===== config.mk =====
export PLATFORM = sky130hd
export DESIGN_NAME = wind_direction_circular_mean_flat
export DESIGN_NICKNAME = d
export VERILOG_FILES = /design/src/wdcm_pkg.sv /design/src/wdcm_ifs.sv /design/src/wdcm_ram.sv /design/src/wdcm_fifo.sv /design/src/wdcm_front.sv /design/src/wdcm_engine.sv /design/src/wind_direction_circular_mean.sv /design/src/flat_wrapper.sv
export SDC_FILE = /design/constraint.sdc
export NUM_CORES = 2
export LEC_CHECK = 0
export BUFFER_PORTS_ARGS = -buffer_cell sky130_fd_sc_hd__buf_2
export CORE_UTILIZATION = 55
export DETAILED_ROUTE_END_ITERATION = 8
export PLACE_DENSITY = 0.71
export SLEW_MARGIN = 20
export SYNTH_ARGS = -nofsm -noshare
export SYNTH_HDL_FRONTEND = slang
export SYNTH_SLANG_ARGS = --single-unit
export TNS_END_PERCENT = 50

===== constraint.sdc =====
create_clock -name clk -period 10.62 [get_ports clk]
set_clock_uncertainty 0.1 [all_clocks]
set_input_delay 3.186 -clock clk [delete_from_list [all_inputs] [get_ports clk]]
set_output_delay 3.186 -clock clk [all_outputs]
set_load 0.02 [all_outputs]

===== src/wdcm_pkg.sv =====
// Package for the wind direction circular mean block.
// Holds shared constants, state machine types and the CORDIC arctangent table.
// No dependencies.
`timescale 1ns / 1ps

package wdcm_pkg;

  // Defaults for the top-level parameters.
  localparam int WINDOW_DEF     = 20;
  localparam int ANGLE_BITS_DEF = 16;

  // Fixed widths of the channel payloads.
  localparam int IN_ANGLE_W  = 16;
  localparam int OUT_ANGLE_W = 16;
  localparam int OUT_COUNT_W = 5;

  // Depth of the queue between the front end and the engine.
  localparam int QUEUE_DEPTH = 2;

  // CORDIC constants.
  localparam int ROT_STEPS     = 16;
  localparam int VEC_STEPS_MAX = 24;
  localparam int STEP_W        = 5;
  localparam int Z_W           = 34;
  localparam int CORDIC_START  = 5094007;
  localparam int Q15_MAX       = 32767;

  // Front end states.
  typedef enum logic {
    FR_IDLE,
    FR_PUSH
  } front_state_t;

  // Engine states.
  typedef enum logic [2:0] {
    EN_IDLE,
    EN_ROT,
    EN_SUM,
    EN_VINIT,
    EN_VEC,
    EN_DONE
  } engine_state_t;

  // atan(2^-i) in units of 2^-32 turn.
  function automatic logic [31:0] atan_turn(input logic [STEP_W-1:0] idx);
    logic [31:0] val;
    unique case (idx)
      5'd0:    val = 32'd536870912;
      5'd1:    val = 32'd316933406;
      5'd2:    val = 32'd167458907;
      5'd3:    val = 32'd85004756;
      5'd4:    val = 32'd42667331;
      5'd5:    val = 32'd21354465;
      5'd6:    val = 32'd10679838;
      5'd7:    val = 32'd5340245;
      5'd8:    val = 32'd2670163;
      5'd9:    val = 32'd1335087;
      5'd10:   val = 32'd667544;
      5'd11:   val = 32'd333772;
      5'd12:   val = 32'd166886;
      5'd13:   val = 32'd83443;
      5'd14:   val = 32'd41722;
      5'd15:   val = 32'd20861;
      5'd16:   val = 32'd10430;
      5'd17:   val = 32'd5215;
      5'd18:   val = 32'd2608;
      5'd19:   val = 32'd1304;
      5'd20:   val = 32'd652;
      5'd21:   val = 32'd326;
      5'd22:   val = 32'd163;
      5'd23:   val = 32'd81;
      default: val = 32'd0;
    endcase
    return val;
  endfunction

endpackage


===== src/wdcm_ifs.sv =====
// Channel interfaces for the wind direction circular mean block.
// Depends on wdcm_pkg for the payload widths.
`timescale 1ns / 1ps

// Input channel: one wind direction sample per transaction.
interface wdcm_in_if;
  logic                                valid;
  logic                                ready;
  logic [wdcm_pkg::IN_ANGLE_W-1:0]     wind_angle;

  modport source (output valid, output wind_angle, input ready);
  modport sink   (input valid, input wind_angle, output ready);
endinterface

// Result channel: one mean direction and fill count per transaction.
interface wdcm_out_if;
  logic                                valid;
  logic                                ready;
  logic signed [wdcm_pkg::OUT_ANGLE_W-1:0] mean_angle;
  logic [wdcm_pkg::OUT_COUNT_W-1:0]    filled_count;

  modport source (output valid, output mean_angle, output filled_count, input ready);
  modport sink   (input valid, input mean_angle, input filled_count, output ready);
endinterface


===== src/wdcm_ram.sv =====
// Generic single-write, single-read RAM with a registered read port.
// No dependencies.
`timescale 1ns / 1ps

module wdcm_ram #(
  parameter int WIDTH = 16,
  parameter int DEPTH = 20
) (
  input  logic                     clk,
  input  logic                     we,
  input  logic [$clog2(DEPTH)-1:0] waddr,
  input  logic [WIDTH-1:0]         wdata,
  input  logic [$clog2(DEPTH)-1:0] raddr,
  output logic [WIDTH-1:0]         rdata
);

  logic [WIDTH-1:0] mem [DEPTH];
  logic [WIDTH-1:0] rdata_r;

  // Write port and registered read port.
  always_ff @(posedge clk) begin
    if (we) begin
      mem[waddr] <= wdata;
    end
    rdata_r <= mem[raddr];
  end

  assign rdata = rdata_r;

endmodule


===== src/wdcm_fifo.sv =====
// Small register queue that decouples the front end from the engine.
// No dependencies.
`timescale 1ns / 1ps

module wdcm_fifo #(
  parameter int WIDTH = 8,
  parameter int DEPTH = 2
) (
  input  logic             clk,
  input  logic             rst_n,
  input  logic             push_valid,
  output logic             push_ready,
  input  logic [WIDTH-1:0] push_data,
  output logic             pop_valid,
  input  logic             pop_ready,
  output logic [WIDTH-1:0] pop_data
);

  localparam int PTR_W = (DEPTH > 1) ? $clog2(DEPTH) : 1;
  localparam int CNT_W = $clog2(DEPTH + 1);

  logic [WIDTH-1:0] mem_r [DEPTH];
  logic [PTR_W-1:0] wr_ptr_r, wr_ptr_nxt;
  logic [PTR_W-1:0] rd_ptr_r, rd_ptr_nxt;
  logic [CNT_W-1:0] cnt_r, cnt_nxt;
  logic             do_push, do_pop;

  assign push_ready = (cnt_r != CNT_W'(DEPTH));
  assign pop_valid  = (cnt_r != '0);
  assign pop_data   = mem_r[rd_ptr_r];
  assign do_push    = push_valid && push_ready;
  assign do_pop     = pop_valid && pop_ready;

  // Pointer and occupancy update.
  always_comb begin
    wr_ptr_nxt = wr_ptr_r;
    rd_ptr_nxt = rd_ptr_r;
    cnt_nxt    = cnt_r;
    if (do_push) begin
      wr_ptr_nxt = (wr_ptr_r == PTR_W'(DEPTH - 1)) ? '0 : wr_ptr_r + 1'b1;
    end
    if (do_pop) begin
      rd_ptr_nxt = (rd_ptr_r == PTR_W'(DEPTH - 1)) ? '0 : rd_ptr_r + 1'b1;
    end
    if (do_push && !do_pop) begin
      cnt_nxt = cnt_r + 1'b1;
    end else if (do_pop && !do_push) begin
      cnt_nxt = cnt_r - 1'b1;
    end
  end

  always_ff @(posedge clk) begin
    if (!rst_n) begin
      wr_ptr_r <= '0;
      rd_ptr_r <= '0;
      cnt_r    <= '0;
    end else begin
      wr_ptr_r <= wr_ptr_nxt;
      rd_ptr_r <= rd_ptr_nxt;
      cnt_r    <= cnt_nxt;
    end
  end

  // Queue storage needs no reset.
  always_ff @(posedge clk) begin
    if (do_push) begin
      mem_r[wr_ptr_r] <= push_data;
    end
  end

endmodule


===== src/wdcm_front.sv =====
// Front end: accepts samples, keeps the sample window and its fill count,
// and queues each sample with the one it evicts. Depends on wdcm_pkg and wdcm_ram.
`timescale 1ns / 1ps

module wdcm_front #(
  parameter int WINDOW     = wdcm_pkg::WINDOW_DEF,
  parameter int ANGLE_BITS = wdcm_pkg::ANGLE_BITS_DEF
) (
  input  logic                                  clk,
  input  logic                                  rst_n,
  input  logic                                  in_valid,
  output logic                                  in_ready,
  input  logic [wdcm_pkg::IN_ANGLE_W-1:0]       in_angle,
  output logic                                  push_valid,
  input  logic                                  push_ready,
  output logic [2*ANGLE_BITS+$clog2(WINDOW+1):0] push_data
);

  localparam int SLOT_W = $clog2(WINDOW);
  localparam int CNT_W  = $clog2(WINDOW + 1);

  wdcm_pkg::front_state_t state_r, state_nxt;
  logic [SLOT_W-1:0]     slot_r, slot_nxt;
  logic [CNT_W-1:0]      count_r, count_nxt;
  logic [ANGLE_BITS-1:0] angle_r, angle_nxt;
  logic [ANGLE_BITS-1:0] old_angle;
  logic                  old_valid;
  logic [CNT_W-1:0]      new_count;
  logic                  ram_we;

  // Sample window. The slot to be replaced is read continuously, so its
  // old value is ready in the cycle after a sample is accepted.
  wdcm_ram #(
    .WIDTH (ANGLE_BITS),
    .DEPTH (WINDOW)
  ) u_window (
    .clk   (clk),
    .we    (ram_we),
    .waddr (slot_r),
    .wdata (angle_r),
    .raddr (slot_r),
    .rdata (old_angle)
  );

  // The window fills in slot order, so the replaced slot holds a sample
  // exactly when the window is full.
  assign old_valid = (count_r == CNT_W'(WINDOW));
  assign new_count = old_valid ? count_r : count_r + 1'b1;
  assign push_data = {new_count, old_valid, old_angle, angle_r};

  // Next state and handshake control.
  always_comb begin
    state_nxt  = state_r;
    slot_nxt   = slot_r;
    count_nxt  = count_r;
    angle_nxt  = angle_r;
    in_ready   = 1'b0;
    push_valid = 1'b0;
    ram_we     = 1'b0;
    unique case (state_r)
      wdcm_pkg::FR_IDLE: begin
        in_ready = 1'b1;
        if (in_valid) begin
          angle_nxt = ANGLE_BITS'(in_angle);
          state_nxt = wdcm_pkg::FR_PUSH;
        end
      end
      wdcm_pkg::FR_PUSH: begin
        push_valid = 1'b1;
        if (push_ready) begin
          ram_we    = 1'b1;
          slot_nxt  = (slot_r == SLOT_W'(WINDOW - 1)) ? '0 : slot_r + 1'b1;
          count_nxt = new_count;
          state_nxt = wdcm_pkg::FR_IDLE;
        end
      end
      default: begin
        state_nxt = wdcm_pkg::FR_IDLE;
      end
    endcase
  end

  always_ff @(posedge clk) begin
    if (!rst_n) begin
      state_r <= wdcm_pkg::FR_IDLE;
      slot_r  <= '0;
      count_r <= '0;
    end else begin
      state_r <= state_nxt;
      slot_r  <= slot_nxt;
      count_r <= count_nxt;
    end
  end

  // Sample holding register needs no reset.
  always_ff @(posedge clk) begin
    angle_r <= angle_nxt;
  end

endmodule


===== src/wdcm_engine.sv =====
// Engine: two-lane rotation CORDIC for the cosine and sine of the new and the
// evicted sample, running sums, and a vectoring CORDIC for the mean direction.
// Depends on wdcm_pkg.
`timescale 1ns / 1ps

module wdcm_engine #(
  parameter int WINDOW     = wdcm_pkg::WINDOW_DEF,
  parameter int ANGLE_BITS = wdcm_pkg::ANGLE_BITS_DEF
) (
  input  logic                                   clk,
  input  logic                                   rst_n,
  input  logic                                   pop_valid,
  output logic                                   pop_ready,
  input  logic [2*ANGLE_BITS+$clog2(WINDOW+1):0] pop_data,
  output logic                                   out_valid,
  input  logic                                   out_ready,
  output logic signed [wdcm_pkg::OUT_ANGLE_W-1:0] out_mean,
  output logic [wdcm_pkg::OUT_COUNT_W-1:0]       out_count
);

  localparam int CNT_W     = $clog2(WINDOW + 1);
  localparam int SUM_W     = 16 + $clog2(WINDOW);
  localparam int D_W       = SUM_W + 10;
  localparam int Z_W       = wdcm_pkg::Z_W;
  localparam int STEP_W    = wdcm_pkg::STEP_W;
  localparam int VEC_STEPS = (ANGLE_BITS > wdcm_pkg::VEC_STEPS_MAX) ?
                             wdcm_pkg::VEC_STEPS_MAX : ANGLE_BITS;
  localparam logic [31:0] ROUND_HALF = 32'd1 << (31 - ANGLE_BITS);

  wdcm_pkg::engine_state_t state_r, state_nxt;

  logic signed [D_W-1:0]   x0_r, x0_nxt, y0_r, y0_nxt, x1_r, x1_nxt, y1_r, y1_nxt;
  logic signed [Z_W-1:0]   z0_r, z0_nxt, z1_r, z1_nxt;
  logic                    flip0_r, flip0_nxt, flip1_r, flip1_nxt;
  logic [STEP_W-1:0]       step_r, step_nxt;
  logic                    old_valid_r, old_valid_nxt;
  logic [CNT_W-1:0]        count_r, count_nxt;
  logic signed [SUM_W-1:0] cos_sum_r, cos_sum_nxt, sin_sum_r, sin_sum_nxt;
  logic                    zero_r, zero_nxt;
  logic                    out_valid_r, out_valid_nxt;
  logic signed [wdcm_pkg::OUT_ANGLE_W-1:0] out_mean_r, out_mean_nxt;
  logic [wdcm_pkg::OUT_COUNT_W-1:0]        out_count_r, out_count_nxt;

  logic signed [D_W-1:0]   sx0, sy0, sx1, sy1;
  logic signed [Z_W-1:0]   sz0, sz1, iz0, iz1;
  logic                    if0, if1, ccw0;
  logic signed [15:0]      c_old, s_old, c_new, s_new;
  logic signed [D_W-1:0]   vx, vy;
  logic [31:0]             z_round;
  logic [ANGLE_BITS-1:0]   mean_full;
  logic                    out_free;

  // One CORDIC micro-rotation. ccw turns the vector counterclockwise.
  function automatic void cordic_step(
    input  logic signed [D_W-1:0] xi,
    input  logic signed [D_W-1:0] yi,
    input  logic signed [Z_W-1:0] zi,
    input  logic [STEP_W-1:0]     idx,
    input  logic                  ccw,
    output logic signed [D_W-1:0] xo,
    output logic signed [D_W-1:0] yo,
    output logic signed [Z_W-1:0] zo
  );
    logic signed [D_W-1:0] dx, dy;
    logic signed [Z_W-1:0] at;
    dx = yi >>> idx;
    dy = xi >>> idx;
    at = signed'(Z_W'(wdcm_pkg::atan_turn(idx)));
    if (ccw) begin
      xo = xi - dx;
      yo = yi + dy;
      zo = zi - at;
    end else begin
      xo = xi + dx;
      yo = yi - dy;
      zo = zi + at;
    end
  endfunction

  // Maps a sample to a start angle within a quarter turn of zero.
  function automatic void rot_start(
    input  logic [ANGLE_BITS-1:0] angle,
    output logic signed [Z_W-1:0] zo,
    output logic                  flip
  );
    logic [31:0] ph;
    ph   = {angle, {(32 - ANGLE_BITS){1'b0}}};
    flip = ph[31] ^ ph[30];
    ph[31] = ph[31] ^ flip;
    zo   = Z_W'(signed'(ph));
  endfunction

  // Round to Q15 and saturate, negating first for angles that were folded.
  function automatic logic signed [15:0] to_q15(
    input logic signed [D_W-1:0] v,
    input logic                  flip
  );
    logic signed [D_W-1:0] t;
    logic signed [D_W-1:0] r;
    logic signed [15:0]    q;
    t = (flip ? -v : v) + D_W'(128);
    r = t >>> 8;
    if (r > D_W'(wdcm_pkg::Q15_MAX)) begin
      q = 16'(wdcm_pkg::Q15_MAX);
    end else if (r < -D_W'(wdcm_pkg::Q15_MAX)) begin
      q = -16'(wdcm_pkg::Q15_MAX);
    end else begin
      q = 16'(r);
    end
    return q;
  endfunction

  assign out_free = !out_valid_r || out_ready;

  // Datapath terms used by several states.
  always_comb begin
    ccw0 = (state_r == wdcm_pkg::EN_VEC) ? y0_r[D_W-1] : ~z0_r[Z_W-1];
    cordic_step(x0_r, y0_r, z0_r, step_r, ccw0, sx0, sy0, sz0);
    cordic_step(x1_r, y1_r, z1_r, step_r, ~z1_r[Z_W-1], sx1, sy1, sz1);
    rot_start(pop_data[2*ANGLE_BITS-1:ANGLE_BITS], iz0, if0);
    rot_start(pop_data[ANGLE_BITS-1:0], iz1, if1);
    c_old = to_q15(x0_r, flip0_r);
    s_old = to_q15(y0_r, flip0_r);
    c_new = to_q15(x1_r, flip1_r);
    s_new = to_q15(y1_r, flip1_r);
    vx = D_W'(cos_sum_r) <<< 8;
    vy = D_W'(sin_sum_r) <<< 8;
    z_round   = z0_r[31:0] + ROUND_HALF;
    mean_full = z_round[31 -: ANGLE_BITS];
  end

  // Sequencer: next state and register updates.
  always_comb begin
    state_nxt     = state_r;
    x0_nxt        = x0_r;
    y0_nxt        = y0_r;
    z0_nxt        = z0_r;
    x1_nxt        = x1_r;
    y1_nxt        = y1_r;
    z1_nxt        = z1_r;
    flip0_nxt     = flip0_r;
    flip1_nxt     = flip1_r;
    step_nxt      = step_r;
    old_valid_nxt = old_valid_r;
    count_nxt     = count_r;
    cos_sum_nxt   = cos_sum_r;
    sin_sum_nxt   = sin_sum_r;
    zero_nxt      = zero_r;
    out_valid_nxt = out_valid_r && !out_ready;
    out_mean_nxt  = out_mean_r;
    out_count_nxt = out_count_r;
    pop_ready     = 1'b0;
    unique case (state_r)
      // Take the next queued transaction and load both rotation lanes.
      wdcm_pkg::EN_IDLE: begin
        pop_ready = 1'b1;
        if (pop_valid) begin
          x0_nxt        = D_W'(wdcm_pkg::CORDIC_START);
          y0_nxt        = '0;
          z0_nxt        = iz0;
          flip0_nxt     = if0;
          x1_nxt        = D_W'(wdcm_pkg::CORDIC_START);
          y1_nxt        = '0;
          z1_nxt        = iz1;
          flip1_nxt     = if1;
          old_valid_nxt = pop_data[2*ANGLE_BITS];
          count_nxt     = pop_data[2*ANGLE_BITS+1 +: CNT_W];
          step_nxt      = '0;
          state_nxt     = wdcm_pkg::EN_ROT;
        end
      end
      // Lane 0 rotates by the evicted sample, lane 1 by the new one.
      wdcm_pkg::EN_ROT: begin
        x0_nxt   = sx0;
        y0_nxt   = sy0;
        z0_nxt   = sz0;
        x1_nxt   = sx1;
        y1_nxt   = sy1;
        z1_nxt   = sz1;
        step_nxt = step_r + 1'b1;
        if (step_r == STEP_W'(wdcm_pkg::ROT_STEPS - 1)) begin
          state_nxt = wdcm_pkg::EN_SUM;
        end
      end
      // Add the new sample's vector and remove the evicted one, if there is one.
      wdcm_pkg::EN_SUM: begin
        if (old_valid_r) begin
          cos_sum_nxt = cos_sum_r + SUM_W'(c_new) - SUM_W'(c_old);
          sin_sum_nxt = sin_sum_r + SUM_W'(s_new) - SUM_W'(s_old);
        end else begin
          cos_sum_nxt = cos_sum_r + SUM_W'(c_new);
          sin_sum_nxt = sin_sum_r + SUM_W'(s_new);
        end
        state_nxt = wdcm_pkg::EN_VINIT;
      end
      // Load the summed vector into lane 0, folded into the right half plane.
      wdcm_pkg::EN_VINIT: begin
        zero_nxt = (cos_sum_r == '0) && (sin_sum_r == '0);
        if (vx[D_W-1]) begin
          x0_nxt = -vx;
          y0_nxt = -vy;
          z0_nxt = Z_W'(32'h8000_0000);
        end else begin
          x0_nxt = vx;
          y0_nxt = vy;
          z0_nxt = '0;
        end
        step_nxt  = '0;
        state_nxt = wdcm_pkg::EN_VEC;
      end
      // Vectoring: drive y to zero and accumulate the angle.
      wdcm_pkg::EN_VEC: begin
        x0_nxt   = sx0;
        y0_nxt   = sy0;
        z0_nxt   = sz0;
        step_nxt = step_r + 1'b1;
        if (step_r == STEP_W'(VEC_STEPS - 1)) begin
          state_nxt = wdcm_pkg::EN_DONE;
        end
      end
      // Hand the result to the output register once it is free.
      wdcm_pkg::EN_DONE: begin
        if (out_free) begin
          out_valid_nxt = 1'b1;
          out_mean_nxt  = zero_r ? '0 : signed'(wdcm_pkg::OUT_ANGLE_W'(mean_full));
          out_count_nxt = wdcm_pkg::OUT_COUNT_W'(count_r);
          state_nxt     = wdcm_pkg::EN_IDLE;
        end
      end
      default: begin
        state_nxt = wdcm_pkg::EN_IDLE;
      end
    endcase
  end

  // Control state and running sums.
  always_ff @(posedge clk) begin
    if (!rst_n) begin
      state_r     <= wdcm_pkg::EN_IDLE;
      out_valid_r <= 1'b0;
      cos_sum_r   <= '0;
      sin_sum_r   <= '0;
    end else begin
      state_r     <= state_nxt;
      out_valid_r <= out_valid_nxt;
      cos_sum_r   <= cos_sum_nxt;
      sin_sum_r   <= sin_sum_nxt;
    end
  end

  // Datapath registers need no reset.
  always_ff @(posedge clk) begin
    x0_r        <= x0_nxt;
    y0_r        <= y0_nxt;
    z0_r        <= z0_nxt;
    x1_r        <= x1_nxt;
    y1_r        <= y1_nxt;
    z1_r        <= z1_nxt;
    flip0_r     <= flip0_nxt;
    flip1_r     <= flip1_nxt;
    step_r      <= step_nxt;
    old_valid_r <= old_valid_nxt;
    count_r     <= count_nxt;
    zero_r      <= zero_nxt;
    out_mean_r  <= out_mean_nxt;
    out_count_r <= out_count_nxt;
  end

  assign out_valid = out_valid_r;
  assign out_mean  = out_mean_r;
  assign out_count = out_count_r;

endmodule


===== src/wind_direction_circular_mean.sv =====
// Wind direction circular mean over a moving window of samples.
//
// Input channel in_ch: one binary-angle wind direction per transaction
// (65536 is a full turn at the default angle width). Result channel out_ch:
// one transaction per input, carrying the direction of the summed unit
// vectors of the filled window entries as a signed binary angle, and the
// number of entries that took part. An all-zero vector gives a zero angle.
//
// The engine takes one transaction at a time and accepts the next only when
// it has handed over the last result: one 16-step rotation pass for the new
// and evicted samples side by side, then one vectoring pass of ANGLE_BITS
// steps, capped at VEC_STEPS_MAX, in the same iterated CORDIC unit.
//
// The front end accepts a new sample as soon as the previous one is queued;
// a two-entry queue lets it run ahead of the engine. When the receiver
// stalls, the result waits in the output register and the engine holds its
// next result; samples keep entering until the queue and the front end are full.
// Reset (rst_n low, synchronous) empties the window, clears the sums and
// drops any queued or pending transaction. No clearing pass is needed.
// Depends on wdcm_pkg, the channel interfaces and the wdcm_* submodules.
`timescale 1ns / 1ps

module wind_direction_circular_mean #(
  parameter int WINDOW     = wdcm_pkg::WINDOW_DEF,
  parameter int ANGLE_BITS = wdcm_pkg::ANGLE_BITS_DEF
) (
  input  logic       clk,
  input  logic       rst_n,
  wdcm_in_if.sink    in_ch,
  wdcm_out_if.source out_ch
);

  localparam int ENTRY_W = 2 * ANGLE_BITS + $clog2(WINDOW + 1) + 1;

  logic               push_valid, push_ready;
  logic [ENTRY_W-1:0] push_data;
  logic               pop_valid, pop_ready;
  logic [ENTRY_W-1:0] pop_data;

  // Window bookkeeping and input handshake.
  wdcm_front #(
    .WINDOW     (WINDOW),
    .ANGLE_BITS (ANGLE_BITS)
  ) u_front (
    .clk        (clk),
    .rst_n      (rst_n),
    .in_valid   (in_ch.valid),
    .in_ready   (in_ch.ready),
    .in_angle   (in_ch.wind_angle),
    .push_valid (push_valid),
    .push_ready (push_ready),
    .push_data  (push_data)
  );

  // Queue between front end and engine.
  wdcm_fifo #(
    .WIDTH (ENTRY_W),
    .DEPTH (wdcm_pkg::QUEUE_DEPTH)
  ) u_queue (
    .clk        (clk),
    .rst_n      (rst_n),
    .push_valid (push_valid),
    .push_ready (push_ready),
    .push_data  (push_data),
    .pop_valid  (pop_valid),
    .pop_ready  (pop_ready),
    .pop_data   (pop_data)
  );

  // CORDIC engine and output register.
  wdcm_engine #(
    .WINDOW     (WINDOW),
    .ANGLE_BITS (ANGLE_BITS)
  ) u_engine (
    .clk       (clk),
    .rst_n     (rst_n),
    .pop_valid (pop_valid),
    .pop_ready (pop_ready),
    .pop_data  (pop_data),
    .out_valid (out_ch.valid),
    .out_ready (out_ch.ready),
    .out_mean  (out_ch.mean_angle),
    .out_count (out_ch.filled_count)
  );

endmodule

===== src/flat_wrapper.sv =====
// flat-port wrapper written by rule: the top's interface ports become plain ports
module wind_direction_circular_mean_flat 
#(
  parameter int WINDOW     = wdcm_pkg::WINDOW_DEF,
  parameter int ANGLE_BITS = wdcm_pkg::ANGLE_BITS_DEF
)
  (clk, rst_n, in_ch_valid, in_ch_wind_angle, in_ch_ready, out_ch_valid, out_ch_mean_angle, out_ch_filled_count, out_ch_ready);
  wdcm_in_if in_ch_i ();
  wdcm_out_if out_ch_i ();
  input  logic clk;
  input  logic rst_n;
  input wire logic [$bits(in_ch_i.valid)-1:0] in_ch_valid;
  input wire logic [$bits(in_ch_i.wind_angle)-1:0] in_ch_wind_angle;
  output wire logic [$bits(in_ch_i.ready)-1:0] in_ch_ready;
  output wire logic [$bits(out_ch_i.valid)-1:0] out_ch_valid;
  output wire logic [$bits(out_ch_i.mean_angle)-1:0] out_ch_mean_angle;
  output wire logic [$bits(out_ch_i.filled_count)-1:0] out_ch_filled_count;
  input wire logic [$bits(out_ch_i.ready)-1:0] out_ch_ready;
  assign in_ch_i.valid = in_ch_valid;
  assign in_ch_i.wind_angle = in_ch_wind_angle;
  assign in_ch_ready = in_ch_i.ready;
  assign out_ch_valid = out_ch_i.valid;
  assign out_ch_mean_angle = out_ch_i.mean_angle;
  assign out_ch_filled_count = out_ch_i.filled_count;
  assign out_ch_i.ready = out_ch_ready;
  wind_direction_circular_mean #(.WINDOW(WINDOW), .ANGLE_BITS(ANGLE_BITS)) u_core (.clk(clk), .rst_n(rst_n), .in_ch(in_ch_i), .out_ch(out_ch_i));
endmodule

==> run_results.csv <==
group,metric,value,unit
layout,num_antenna_cells,0,
synthesis,async_reset_ff_share,0,%
layout,area_growth_syn_to_layout,7.29,%
synthesis,synth_area,58000,sq um
clocking,clock-sinks,747,
critical_path,rrSetupSlack,0.82,ns
critical_path,slowest_stage,"or4_4",
sta,final.min_clock_period,9.80,ns
synthesis,synthTopCellsByArea,"edfxtp_1 33%, mux4_2 9.8%, ha_1 6.4%",
sta,setup_viol,0,
detailed_routing,drt_iter0_markers,5542,
die,rows,118,
sta,maxSlewHeadroom,24.1,%
clocking,cts_resized,0,
critical_path,worstPathArrival,10.28,ns
detailed_routing,vias_per_cell,6.56,
detailed_routing,via_count,47243,
sta,fin_crit_sh,92.3,%
clocking,postCtsHoldBufs,0,
clocking,cts_tree,"built",
synthesis,seq_area_frac_synth,36.8,%
clocking,clk_latency,0.70,ns
critical_path,crit_buf_inv,0,
placed_design,numPortBuffers,42,
synthesis,syn_avg_cell_area,9.84,sq um
synthesis,synth_top_area_share,33.1,%
global_route,grt_max_degree,104,
sta,rsz0062_at_grt,"no",
clocking,clk_pin_slew_worst_paths,0.06,ns
sta,final-hold-violation-count,0,
critical_path,path_class,"reg -> reg",
synthesis,synth_warnings,0,
clocking,cts_max_level,3,
detailed_routing,wl_per_cell,23.0,um
synthesis,syn_nets,6219,
synthesis,yosysMostFrequentCell,"edfxtp_1",
layout,drive_above_1_share,11.4,%
synthesis,ys_types,96,
layout,fin_cells,7198,
layout,fillers,8658,
placed_design,hpwl,119,mm
synthesis,synth-edff-count,639,
die,die_w,327,um
sta,max_freq,102,MHz
die,core-area,104000,sq um
die,start_util,55.8,%
clocking,clockRootBuffer,"clkbuf_16",
synthesis,netlist_instances,5893,
critical_path,crit_path_max_fanout,14,
critical_path,critPathMaxStageDelay,0.61,ns
global_route,first_global_vias,43860,
clocking,clock_path_buffers,3,
critical_path,required,11.09,ns
placed_design,gp_congestion,0.983,
synthesis,synth_seq_cells,747,
hold_path,min_path_type,"reg -> reg",
detailed_routing,drt_wl_total,166,mm
clocking,tritoncts.num_buffers,84,
placed_design,placed_cells,7042,
critical_path,end_kind,"flip-flop",
global_route,grt-ovfl-total,0,
detailed_routing,detail_route.first_pass.iterations,8,
synthesis,synth_common_cells,"639 x edfxtp_1, 557 x nor2_1, 450 x a21oi_1",
critical_path,cp_common_cell,"a21oi_1",
detailed_routing,antenna_left,0,
critical_path,start_kind,"flip-flop",
die,fp.dieArea,107000,sq um
die,io_pins,43,
layout,fin_nets,6074,
run_status,status,"finished clean",
sta,setup_tns,0,ns
run,max-cap-violations,0,
global_route,grt_first_pass_wirelength,255,mm
global_route,grtUsageTotal,30.3,%
layout,multi_input_area,34800,sq um
detailed_routing,route.detailed.drc,0,
die,die_y,327,um
critical_path,path_delay_family,"compound AO/OA/AOI/OAI gates",
sta,finalMaxSlewViolations,0,
sta,tightest_slew,1.13,ns
layout,seqCellArea,21400,sq um
synthesis,synth_ff_type,"edfxtp_1",
global_route,antenna_found_initial,2,
synthesis,yosys.area.top_type,"edfxtp_1",
clocking,cts_setup_buffers,0,
## layout by cell type (no fill, tap or decap), types with 48 or more instances in the layout
cell,count
a21oi_1,449
mux2i_1,95
nand4_1,48
and3_1,55
nor2b_1,54
a31oi_1,69
mux2_2,68
o21a_1,62
nand3_1,114
nor3_1,153
or3_1,70
edfxtp_1,639
buf_4,82
nand2_1,445
o21ai_0,383
a21o_1,114
xor2_1,260
ha_1,296
nor2_1,555
nand2b_1,68
dfxtp_1,105
nor4_1,48
clkbuf_16,85
and2_1,50
xnor2_1,325
mux4_2,251
o211ai_1,51
inv_1,125
## state kept, by name, summed over array words and instances, names as in the netlist, 31 cells and up, named ones only
register / flops
u_core.u_engine.x0_r: 31
u_core.u_engine.x1_r: 31
u_core.u_engine.y0_r: 31
u_core.u_engine.y1_r: 31
u_core.u_engine.z0_r: 34
u_core.u_engine.z1_r: 34
u_core.u_front.u_window.mem: 320
u_core.u_queue.mem_r: 76
## cell type report
type                       instances  area share [%]
clock buffer                     108            3.69
sequential                       747            34.3
inverter                         132           0.807
clock inverter                    48            1.08
timing repair buffer             126            1.39
tap                             1380            2.78
multi-input combinational       4657            55.9
## routing by layer
metal | up-vias | wire, um | global-route usage, %
li1 | 21901 | - | -
met3 | 301 | 13100 | 4.94
met5 | - | 27 | 0
met2 | 2020 | 76200 | 48.3
met4 | 4 | 6020 | 10.4
met1 | 23017 | 70200 | 42.1
## cells by family after synthesis
kind of cell | count (synthesis) | share of synthesized area (%)
AND/OR/NAND/NOR | 1821 | 15.2
buffers and inverters | 489 | 3.29
multiplexers | 414 | 12.7
flip-flops | 747 | 36.8
XOR/XNOR | 586 | 8.87
adder cells (fa/ha/maj) | 307 | 6.75
AO/OA/AOI/OAI | 1529 | 16.4
## worst reg2reg max path, delay by kind of cell (launching register included)
kind / cells / cell delay, ns
AND/OR/NAND/NOR: 8 / 3.18
adder cells (fa/ha/maj): 2 / 0.62
AO/OA/AOI/OAI: 20 / 4.40
XOR/XNOR: 3 / 0.84
flip-flops: 1 / 0.52
## final timing paths
kind | startpoint | to | depth (start not counted)
min | u_core.u_engine.count_r[0] | u_core.u_engine.out_count[0] | 0
max | u_core.u_engine.x1_r[11] | u_core.u_engine.cos_sum_r[20] | 33
min reg2reg | u_core.u_engine.count_r[0] | u_core.u_engine.out_count[0] | 0
max reg2reg | u_core.u_engine.x1_r[11] | u_core.u_engine.cos_sum_r[20] | 33
## per-stage QoR
| stage | utilization (%) | setup slack, ns | cell area, sq um | hold WS (ns) |
|---|---|---|---|---|
| finish | 59.8 | 0.815 | 62200 | 0.331 |
| global route | 59.8 | 0.415 | 62200 | 0.338 |
| CTS | 59.8 | 0.928 | 62200 | 0.329 |
| detailed placement | 57.0 | 1.03 | 59200 | 0.310 |
| global placement | 57.0 | 1.21 | 59200 | 0.307 |
| floorplan | - | 1.97 | 58000 | 0.300 |
Power is left out: the tool's default activity adds up to more than one toggle a clock period on the data nets, which glitch-free logic cannot reach.
